$ cat config.mk
export PLATFORM = sky130hd
export DESIGN_NAME = line_pixel_stepper
export DESIGN_NICKNAME = d
export VERILOG_FILES = /design/src/rtl/core/lps_pkg.sv /design/src/rtl/core/lps_cfg.sv /design/src/rtl/core/lps_axis_unit.sv /design/src/rtl/core/lps_stepper.sv /design/src/rtl/core/line_pixel_stepper.sv
export SDC_FILE = /design/constraint.sdc
export NUM_CORES = 1
export LEC_CHECK = 0
export BUFFER_PORTS_ARGS = -buffer_cell sky130_fd_sc_hd__buf_4
export CORE_MARGIN = 5
export CORE_UTILIZATION = 61
export DETAILED_ROUTE_END_ITERATION = 7
export PLACE_DENSITY_LB_ADDON = 0.12
export SYNTH_ARGS = -nofsm -noshare
export SYNTH_HDL_FRONTEND = slang
export SYNTH_HIERARCHICAL = 1
export SYNTH_SLANG_ARGS = --single-unit
$ cat constraint.sdc
create_clock -name clk -period 14.2 [get_ports clk]
set_clock_uncertainty 0.1 [all_clocks]
set_input_delay 2.84 -clock clk [delete_from_list [all_inputs] [get_ports clk]]
set_output_delay 2.84 -clock clk [all_outputs]
set_load 0.005 [all_outputs]
$ cat src/rtl/core/lps_pkg.sv
package lps_pkg;

  // Fixed field widths of the ports
  localparam int FIELD_BITS     = 6;
  localparam int CLIP_BITS      = 7;
  localparam int COORD_BITS_DEF = 6;

  // Configuration port
  localparam int ADDR_BITS = 3;
  localparam int DATA_BITS = 32;

  // Register select, taken from paddr[2]
  localparam logic REG_CLIP_WIDTH  = 1'b0;
  localparam logic REG_CLIP_HEIGHT = 1'b1;

  // Step direction of one axis
  localparam logic [1:0] DIR_HOLD = 2'd0;
  localparam logic [1:0] DIR_INC  = 2'd1;
  localparam logic [1:0] DIR_DEC  = 2'd2;

  typedef struct packed {
    logic [FIELD_BITS-1:0] start_x;
    logic [FIELD_BITS-1:0] start_y;
    logic [FIELD_BITS-1:0] end_x;
    logic [FIELD_BITS-1:0] end_y;
    logic                  ink;
  } line_cmd_t;

  typedef struct packed {
    logic [FIELD_BITS-1:0] pixel_x;
    logic [FIELD_BITS-1:0] pixel_y;
    logic                  pixel_value;
    logic                  visible;
    logic                  last;
  } pixel_wr_t;

  typedef struct packed {
    logic [CLIP_BITS-1:0] clip_width;
    logic [CLIP_BITS-1:0] clip_height;
  } clip_cfg_t;

endpackage

$ cat src/rtl/core/lps_cfg.sv
module lps_cfg
  import lps_pkg::*;
(
  input  logic                 clk,
  input  logic                 rst,
  input  logic                 psel,
  input  logic                 penable,
  input  logic                 pwrite,
  input  logic [ADDR_BITS-1:0] paddr,
  input  logic [DATA_BITS-1:0] pwdata,
  output logic [DATA_BITS-1:0] prdata,
  output logic                 pready,
  output clip_cfg_t            clip
);

  logic wr_en;

  assign pready = 1'b1;
  assign wr_en  = psel && penable && pwrite;

  always_ff @(posedge clk) begin
    if (rst) begin
      clip.clip_width  <= '0;
      clip.clip_height <= '0;
    end else if (wr_en) begin
      case (paddr[2])
        REG_CLIP_WIDTH:  clip.clip_width  <= pwdata[CLIP_BITS-1:0];
        REG_CLIP_HEIGHT: clip.clip_height <= pwdata[CLIP_BITS-1:0];
        default: ;
      endcase
    end
  end

  always_comb begin
    case (paddr[2])
      REG_CLIP_WIDTH:  prdata = DATA_BITS'(clip.clip_width);
      REG_CLIP_HEIGHT: prdata = DATA_BITS'(clip.clip_height);
      default:         prdata = '0;
    endcase
  end

endmodule

$ cat src/rtl/core/lps_axis_unit.sv
// One error-accumulator step: add delta, and on reaching span wrap the
// error and move the coordinate one place.
module lps_axis_unit
  import lps_pkg::*;
#(
  parameter int COORD_BITS = COORD_BITS_DEF
) (
  input  logic [COORD_BITS:0]   err,
  input  logic [COORD_BITS-1:0] delta,
  input  logic [COORD_BITS-1:0] span,
  input  logic [COORD_BITS-1:0] coord,
  input  logic [1:0]            dir,
  output logic [COORD_BITS:0]   err_next,
  output logic [COORD_BITS-1:0] coord_next
);

  logic [COORD_BITS:0] sum;
  logic [COORD_BITS:0] span_ext;
  logic                reach;

  assign span_ext = (COORD_BITS+1)'(span);
  assign sum      = err + (COORD_BITS+1)'(delta);
  assign reach    = (sum >= span_ext);
  assign err_next = reach ? (sum - span_ext) : sum;

  always_comb begin
    coord_next = coord;
    if (reach) begin
      case (dir)
        DIR_INC: coord_next = coord + COORD_BITS'(1);
        DIR_DEC: coord_next = coord - COORD_BITS'(1);
        default: coord_next = coord;
      endcase
    end
  end

endmodule

$ cat src/rtl/core/lps_stepper.sv
module lps_stepper
  import lps_pkg::*;
#(
  parameter int COORD_BITS = COORD_BITS_DEF
) (
  input  logic      clk,
  input  logic      rst,
  input  logic      in_valid,
  output logic      in_stall,
  input  line_cmd_t in_data,
  output logic      out_valid,
  input  logic      out_stall,
  output pixel_wr_t out_data,
  input  clip_cfg_t clip
);

  localparam int ERR_BITS = COORD_BITS + 1;
  localparam int CNT_BITS = COORD_BITS + 1;

  localparam logic [1:0] ST_IDLE  = 2'd0;
  localparam logic [1:0] ST_XSTEP = 2'd1;
  localparam logic [1:0] ST_YSTEP = 2'd2;

  logic [1:0]            state;
  logic [COORD_BITS-1:0] cur_x, cur_y;
  logic [ERR_BITS-1:0]   err_x, err_y;
  logic [COORD_BITS-1:0] dx, dy, span;
  logic [1:0]            dir_x, dir_y;
  logic                  ink;
  logic [CNT_BITS-1:0]   steps_left;

  // command decode
  logic [COORD_BITS-1:0] sx, sy, ex, ey;
  logic [COORD_BITS-1:0] cmd_dx, cmd_dy, cmd_dist;
  logic [1:0]            cmd_dir_x, cmd_dir_y;

  // shared axis unit
  logic                  use_y;
  logic [ERR_BITS-1:0]   u_err, u_err_next;
  logic [COORD_BITS-1:0] u_delta, u_coord, u_coord_next;
  logic [1:0]            u_dir;

  logic accept, slot_free, emit, vis;

  assign in_stall  = (state != ST_IDLE);
  assign accept    = in_valid && !in_stall;
  assign slot_free = !out_valid || !out_stall;
  assign emit      = (state == ST_XSTEP) && slot_free;

  assign sx = in_data.start_x[COORD_BITS-1:0];
  assign sy = in_data.start_y[COORD_BITS-1:0];
  assign ex = in_data.end_x[COORD_BITS-1:0];
  assign ey = in_data.end_y[COORD_BITS-1:0];

  always_comb begin
    if (ex > sx) begin
      cmd_dx = ex - sx;  cmd_dir_x = DIR_INC;
    end else if (ex < sx) begin
      cmd_dx = sx - ex;  cmd_dir_x = DIR_DEC;
    end else begin
      cmd_dx = '0;       cmd_dir_x = DIR_HOLD;
    end
    if (ey > sy) begin
      cmd_dy = ey - sy;  cmd_dir_y = DIR_INC;
    end else if (ey < sy) begin
      cmd_dy = sy - ey;  cmd_dir_y = DIR_DEC;
    end else begin
      cmd_dy = '0;       cmd_dir_y = DIR_HOLD;
    end
    cmd_dist = (cmd_dx > cmd_dy) ? cmd_dx : cmd_dy;
  end

  assign use_y   = (state == ST_YSTEP);
  assign u_err   = use_y ? err_y : err_x;
  assign u_delta = use_y ? dy    : dx;
  assign u_coord = use_y ? cur_y : cur_x;
  assign u_dir   = use_y ? dir_y : dir_x;

  lps_axis_unit #(
    .COORD_BITS (COORD_BITS)
  ) u_axis (
    .err        (u_err),
    .delta      (u_delta),
    .span       (span),
    .coord      (u_coord),
    .dir        (u_dir),
    .err_next   (u_err_next),
    .coord_next (u_coord_next)
  );

  assign vis = (CLIP_BITS'(cur_x) < clip.clip_width) &&
               (CLIP_BITS'(cur_y) < clip.clip_height);

  // control
  always_ff @(posedge clk) begin
    if (rst) begin
      state     <= ST_IDLE;
      out_valid <= 1'b0;
    end else begin
      if (emit) begin
        out_valid <= 1'b1;
      end else if (!out_stall) begin
        out_valid <= 1'b0;
      end
      case (state)
        ST_IDLE:  if (accept) state <= ST_XSTEP;
        ST_XSTEP: if (emit) state <= ST_YSTEP;
        ST_YSTEP: state <= (steps_left == '0) ? ST_IDLE : ST_XSTEP;
        default:  state <= ST_IDLE;
      endcase
    end
  end

  // datapath
  always_ff @(posedge clk) begin
    if (accept) begin
      cur_x      <= sx;
      cur_y      <= sy;
      err_x      <= '0;
      err_y      <= '0;
      dx         <= cmd_dx;
      dy         <= cmd_dy;
      span       <= cmd_dist;
      dir_x      <= cmd_dir_x;
      dir_y      <= cmd_dir_y;
      ink        <= in_data.ink;
      steps_left <= CNT_BITS'(cmd_dist) + CNT_BITS'(1);
    end
    if (emit) begin
      out_data.pixel_x     <= FIELD_BITS'(cur_x);
      out_data.pixel_y     <= FIELD_BITS'(cur_y);
      out_data.pixel_value <= ink;
      out_data.visible     <= vis;
      out_data.last        <= (steps_left == CNT_BITS'(1));
      err_x                <= u_err_next;
      cur_x                <= u_coord_next;
      steps_left           <= steps_left - CNT_BITS'(1);
    end
    if (state == ST_YSTEP) begin
      err_y <= u_err_next;
      cur_y <= u_coord_next;
    end
  end

endmodule

$ cat src/rtl/core/line_pixel_stepper.sv
// Line pixel stepper: takes one line command (two endpoints and an ink bit)
// and sends out distance+1 pixel writes, distance being the larger of |dx|
// and |dy|, walking from the start point to the end point; the last write
// of a line has last set, and writes at x >= clip_width or y >= clip_height
// come out with visible cleared. Each pixel is walked in an x-step state
// and then a y-step state, because one shared add/compare/step unit
// serves the x accumulator and then the y accumulator. in_stall is high
// for the whole line. One finished pixel is held in the output register;
// while the consumer has not yet taken it, the walk waits in the x-step
// state.
module line_pixel_stepper
  import lps_pkg::*;
#(
  parameter int COORD_BITS = COORD_BITS_DEF
) (
  input  logic                 clk,
  input  logic                 rst,
  // configuration (APB-style; clip_width at 0x0, clip_height at 0x4)
  input  logic                 psel,
  input  logic                 penable,
  input  logic                 pwrite,
  input  logic [ADDR_BITS-1:0] paddr,
  input  logic [DATA_BITS-1:0] pwdata,
  output logic [DATA_BITS-1:0] prdata,
  output logic                 pready,
  // line command transfer
  input  logic                 in_valid,
  output logic                 in_stall,
  input  line_cmd_t            in_data,
  // pixel write transfer
  output logic                 out_valid,
  input  logic                 out_stall,
  output pixel_wr_t            out_data
);

  clip_cfg_t clip;

  // clip registers; the user writes them only while no line is in flight (not enforced here)
  lps_cfg u_cfg (
    .clk     (clk),
    .rst     (rst),
    .psel    (psel),
    .penable (penable),
    .pwrite  (pwrite),
    .paddr   (paddr),
    .pwdata  (pwdata),
    .prdata  (prdata),
    .pready  (pready),
    .clip    (clip)
  );

  // sequencer, accumulators and output register
  lps_stepper #(
    .COORD_BITS (COORD_BITS)
  ) u_stepper (
    .clk       (clk),
    .rst       (rst),
    .in_valid  (in_valid),
    .in_stall  (in_stall),
    .in_data   (in_data),
    .out_valid (out_valid),
    .out_stall (out_stall),
    .out_data  (out_data),
    .clip      (clip)
  );

endmodule

== Word-level counts from Yosys, hierarchy flattened ==
Index checks and enable logic that the tools add are counted.
Storage, ports and cells
  register bits: 88
  input port bits: 67
Cells by class
  add/sub/neg operators: 10
  magnitude comparators: 8
  equal/unequal tests: 8
  multiplexer cells: 30
  bitwise operators: 1
  reductions and logical operators: 17
Operator list (number)
  $mux 6: 12
  $pmux 32 s2: 1
  $mux 7: 7
  $sub 6x6->6: 4
  $gt 6x6->1: 3
  $lt 6x7->1: 2
  $lt 6x6->1: 2
  $pmux 6 s2: 1
  $mux 2: 5
  $add 6x1->7 const B: 1
  $add 7x6->7: 1
  $eq 7x1->1 const B: 1
  $ge 7x6->1: 1
  $logic_not 7->1: 1
  $sub 7x1->7 const B: 1
  $sub 7x6->7: 1
  $add 6x1->6 const B: 1
  $ne 2x1->1 const B: 3
  $pmux 2 s3: 1
  $reduce_and 2->1: 3
  $reduce_bool 2->1: 3
  $sub 6x1->6 const B: 1
  $logic_and 1x1->1: 5
  $eq 2x1->1 const B: 2
  6 further kinds: 11

== Longest topological paths before layout ==
  word-level depth: 8
  depth in mapped cells: 22

== Modules after synthesis ==
Netlist, hierarchy kept.
Modules (own cells, without submodules)
  lps_stepper: instances 1, cells each 423, area each 4644.5 sq um, seq. area each 2192.1 sq um
  lps_cfg: instances 1, cells each 91, area each 907.1 sq um, seq. area each 280.3 sq um
  lps_axis_unit: instances 1, cells each 115, area each 890.9 sq um, seq. area each 0.0 sq um

== Worst setup path after synthesis ==
OpenSTA, ideal clock, no wires.
  path type: input port to flip-flop
  start point: in in_data[1] in the netlist's numbering
  end point: reg u_stepper.steps_left[4], data pin
  arrival: 6.645 ns
  data required time: 13.829 ns
  slack: 7.184 ns
  stages on the path: 22
  buffers on the path: 1
  cells stage by stage: inv_1 -> ha_1 -> inv_1 -> fa_1 -> a211oi_2 -> o21ai_2 -> and2_4 -> inv_1 -> mux2i_1 -> a21oi_1 -> inv_1 -> ha_1 -> a21o_1 -> a21o_1 -> a221o_1 -> and2_4 -> buf_6 -> mux2_4 -> ha_1 -> o21ai_0 -> xor2_1 -> a21oi_1
On the way
  cells in the longest elaborated chain, start to end: 8
  elaborated cells on any way between the ends: 11
RTL lines
  from (decl): RTL line line_pixel_stepper.sv:29  | input line_cmd_t in_data,
  $sub 6x6->6 or $lt 6x6->1 (tied branches): RTL line lps_stepper.sv:66, lps_stepper.sv:65
  $mux 6: RTL line lps_stepper.sv:65  | end else if (ey < sy) begin
  $mux 6 (*): RTL line lps_stepper.sv:63  | if (ey > sy) begin
  via u_stepper.cmd_dy[3]: RTL line lps_stepper.sv:34  | logic [COORD_BITS-1:0] cmd_dx, cmd_dy, cmd_dist;
  $gt 6x6->1 (*): RTL line lps_stepper.sv:70  | cmd_dist = (cmd_dx > cmd_dy) ? cmd_dx : cmd_dy;
  $mux 6 (*): RTL line lps_stepper.sv:70
  via u_stepper.cmd_dist[1]: RTL line lps_stepper.sv:34
  $add 6x1->7 (*): RTL line lps_stepper.sv:127  | steps_left <= CNT_BITS'(cmd_dist) + CNT_BITS'(1);
  $mux 7 (*): RTL line lps_stepper.sv:116  | if (accept) begin
  $mux 7 (*): RTL line lps_stepper.sv:129  | if (emit) begin
  to (signal assigned): RTL line lps_stepper.sv:127
  to (signal assigned): RTL line lps_stepper.sv:137  | steps_left <= steps_left - CNT_BITS'(1);
  to (decl): RTL line lps_stepper.sv:30  | logic [CNT_BITS-1:0] steps_left;
Mark *: on every way through the listed nets, which the timed path passes. The rest lies on a longest branch. The select of a mux whose other input is x is not followed.
A chain may end at the register's enable or synchronous reset.

== Final worst setup path ==
Same ends and word-level chain as after synthesis.

==> reports/metrics.cfg <==
[routing]
wire_per_inst_um=15.84
vias=4567
drt-pass1-iter-count=5
wirelength_mm=13.15
antenna_left=0
drc_errors=0
drt_iter0_markers=292
vias_per_cell=5.502

[die]
dieHeight_um=112.8
initial_core_util_pct=62.40
row_count=37
io_pins=117
coreArea_sq_um=10320
die_x_um=112.8
die_area_sq_um=12720

[yosys]
yosysWarningCount=6
async_flop_share_pct=0
syn_inst=629
synth_top_area_cell=edfxtp_1
ys.flop_type=edfxtp_1
synth_seq_cells=88
yosys-top-cells-area=edfxtp_1 (33%), ha_1 (11%), dfxtp_1 (5.3%)
synth_area_per_cell_sq_um=10.24
synth_edf_count=71
synthesis.area_sq_um=6442
synth_common_cells=inv_1 (75), edfxtp_1 (71), ha_1 (59), o21ai_0 (40), nand2_1 (36)
synth_top_area_share_pct=33.09
post-synth-top-count-cell=inv_1
ys_types=69
yosysSeqAreaShare_pct=38.38

[clock_network]
ctsResizeCount=0
tritoncts=yes
clock_path_buffers=2
h-tree-depth=3
numCtsBuffers=9
cts.sinks=88
clk-insertion-delay-late_ns=0.35
cts_setup_buffers=0
clk_pin_slew_ns=0.09
cts_hold_buf=0
cts_root_buf=clkbuf_8

[power_and_ir_drop]
seqPwrFrac_pct=35.7
clkPwrFrac_pct=16.6
power_frac_comb_pct=47.7
p_int_mw=0.6175
leakage_nw=3.142
switching_share_pct=36.87
power_density_nw_per_um2=137.8
p_switching_mw=0.3606
irDropWorstVdd_v=0.00006532
p_total_mw=0.9781

[worst_setup_path]
setup.worst_path.start_class=input pin
cp.arrival_ns=7.32
max_stage_delay_ns=0.46
worstPathMaxFanout=7
cp_slowest_cell=a21oi_1
cp.required_ns=14.19
cpMostUsedCell=inv_1
worstSetupPathType=input pin to register
cp-end-kind=register
crit_chain=buf_4, inv_1, ha_1, inv_1, fa_1, a211oi_2, o21ai_2, and2_4, inv_1, mux2i_1, a21oi_1, inv_1, ha_1, a21o_1, a21o_1, a221o_1, and2_4, a21oi_1, ha_1, o21ai_0, xor2_1, a21oi_1

[sta]
max_freq_mhz=136.4
setup_viol=0
finalHoldViolCount=0
fin_ws_ns=6.867
fin_setup_tns_ns=0
rsz0062_at_grt=false
worstMarginPinSlew_ns=1.160
relSlewSlack_pct=22.56
fin_crit_ns=7.333
period_share_pct=51.64
drv_slew=0

[layout]
drive_gt1_share_pct=19.45
fillers=815
multiInputGateArea_sq_um=3486
syn_to_final_growth_pct=10.16
final_area_sq_um=7097
register_area_sq_um=2472
fin_nets=822
antenna_cells=0

[global_routing]
grt_max_degree=41
globalRouteTotalUtil_pct=21.06
first_global_vias=4520
grt-ovfl-total=0
use_met3_pct=2.567
grt_use_met1_pct=26.94
grt.busiest_layer=met2
grt_first_pass_wirelength_mm=21.63
grtUsageMet2_pct=36.45
antenna_found_initial=0

[placement]
placed_cell_area_sq_um=6917
hpwl_mm=10.58
dp_slack_ns=6.497
port_buffers=63
gp_congestion=0.9484

[outcome]
outcome=completed

[min_path]
hold_path_class=register to register

[run]
drv_cap=0

[logic make-up (layout without fill, tap and decap cells)]
kind of cell | after synthesis | after routing | share of synthesized area (%)
AOI/OAI and AO/OA | 133 | 133 | 14.24
xor gates and xnor gates | 21 | 21 | 2.855
adders and majority gates | 66 | 66 | 13.63
buffers and inverters | 118 | 159 | 8.992
DFF | 88 | 88 | 38.38
muxes | 53 | 53 | 9.147
other | 2 | 26 | 0.1166
and+or+nand+nor | 148 | 148 | 12.64
[path summary, 6_finish.rpt]
kind | slack, ns | depth (start not counted) | end | startpoint
min reg2reg | 0.36 | 0 | u_stepper/out_data[2] | u_stepper/ink
max | 6.87 | 22 | u_stepper/steps_left[4] | in_data[1]
min | 0.36 | 0 | u_stepper/out_data[2] | u_stepper/ink
max reg2reg | 9.29 | 16 | u_stepper/cur_y[2] | u_stepper/state[1]
[flip-flops by register name, summed over array words and instances, names as in the netlist, 6 cells and up]
name,flops
u_stepper/dx,6
u_stepper/cur_y,6
u_stepper/steps_left,7
u_stepper/err_y,7
u_stepper/out_data,15
u_stepper/dy,6
u_stepper/err_x,7
u_cfg/clip,14
u_stepper/span,6
u_stepper/cur_x,6
[power groups by stage]
stage / combinational (mW) / clock (mW) / sequential (mW)
after floorplan: 0.372 / 0 / 0.350
after global placement: 0.445 / 0 / 0.353
after detailed placement: 0.461 / 0 / 0.355
after CTS: 0.463 / 0.167 / 0.350
after global routing: 0.524 / 0.177 / 0.353
final: 0.467 / 0.163 / 0.349
[stage by stage]
| step | hold WS (ns) | cells | utilization [%] |
|---|---|---|---|
| finish | 0.3617 | 830 | 68.74 |
| global placement | 0.3513 | 814 | 67.00 |
| detailed placement | 0.3435 | 814 | 67.00 |
| floorplan | 0.3003 | 653 | - |
| CTS | 0.3676 | 830 | 68.74 |
| global route | 0.3956 | 830 | 68.74 |
[worst max-delay path, delay by kind of cell]
family,cells,cell delay (ns)
fa+ha+maj,4,1.08
simple gates,2,0.36
compound gates,9,2.03
xor+xnor,1,0.21
buf+inv,5,0.43
mux,1,0.37
[final cells by class]
cell class | instances | share of cell area, %
flip-flops and latches | 88 | 34.84
clock buffers | 12 | 1.904
inverters | 76 | 4.020
multi-input cells | 447 | 49.12
clock inverters | 4 | 0.6347
well taps | 136 | 2.398
repair buffers | 67 | 7.087
[layer usage]
metal	wire, um	vias up	share of wire [%]
met1	5760	2135	44
met3	647	24	4.9
met5	0	-	0
met2	6392	132	49
met4	347	0	2.6
li1	-	2276	-
[layout by cell type (no fill, tap or decap), drive strengths merged, types with 3 or more instances in the layout]
cell type  instances
or2                4
dfxtp             17
nor3               4
a211oi             5
clkinv             3
o21bai             6
nor2              20
ha                59
a221oi             4
nand2             36
and2              22
nand4              5
edfxtp            71
mux2i             18
a21oi             30
o21a               3
clkbuf            12
nor2b              6
nor4               3
xnor2             13
buf               67
nand3              8
fa                 7
a21o              13
mux2              35
or3                3
nand2b            32
xor2               8
inv               76
conb              26
o21ai             43
(Power assumes the default switching activity.)
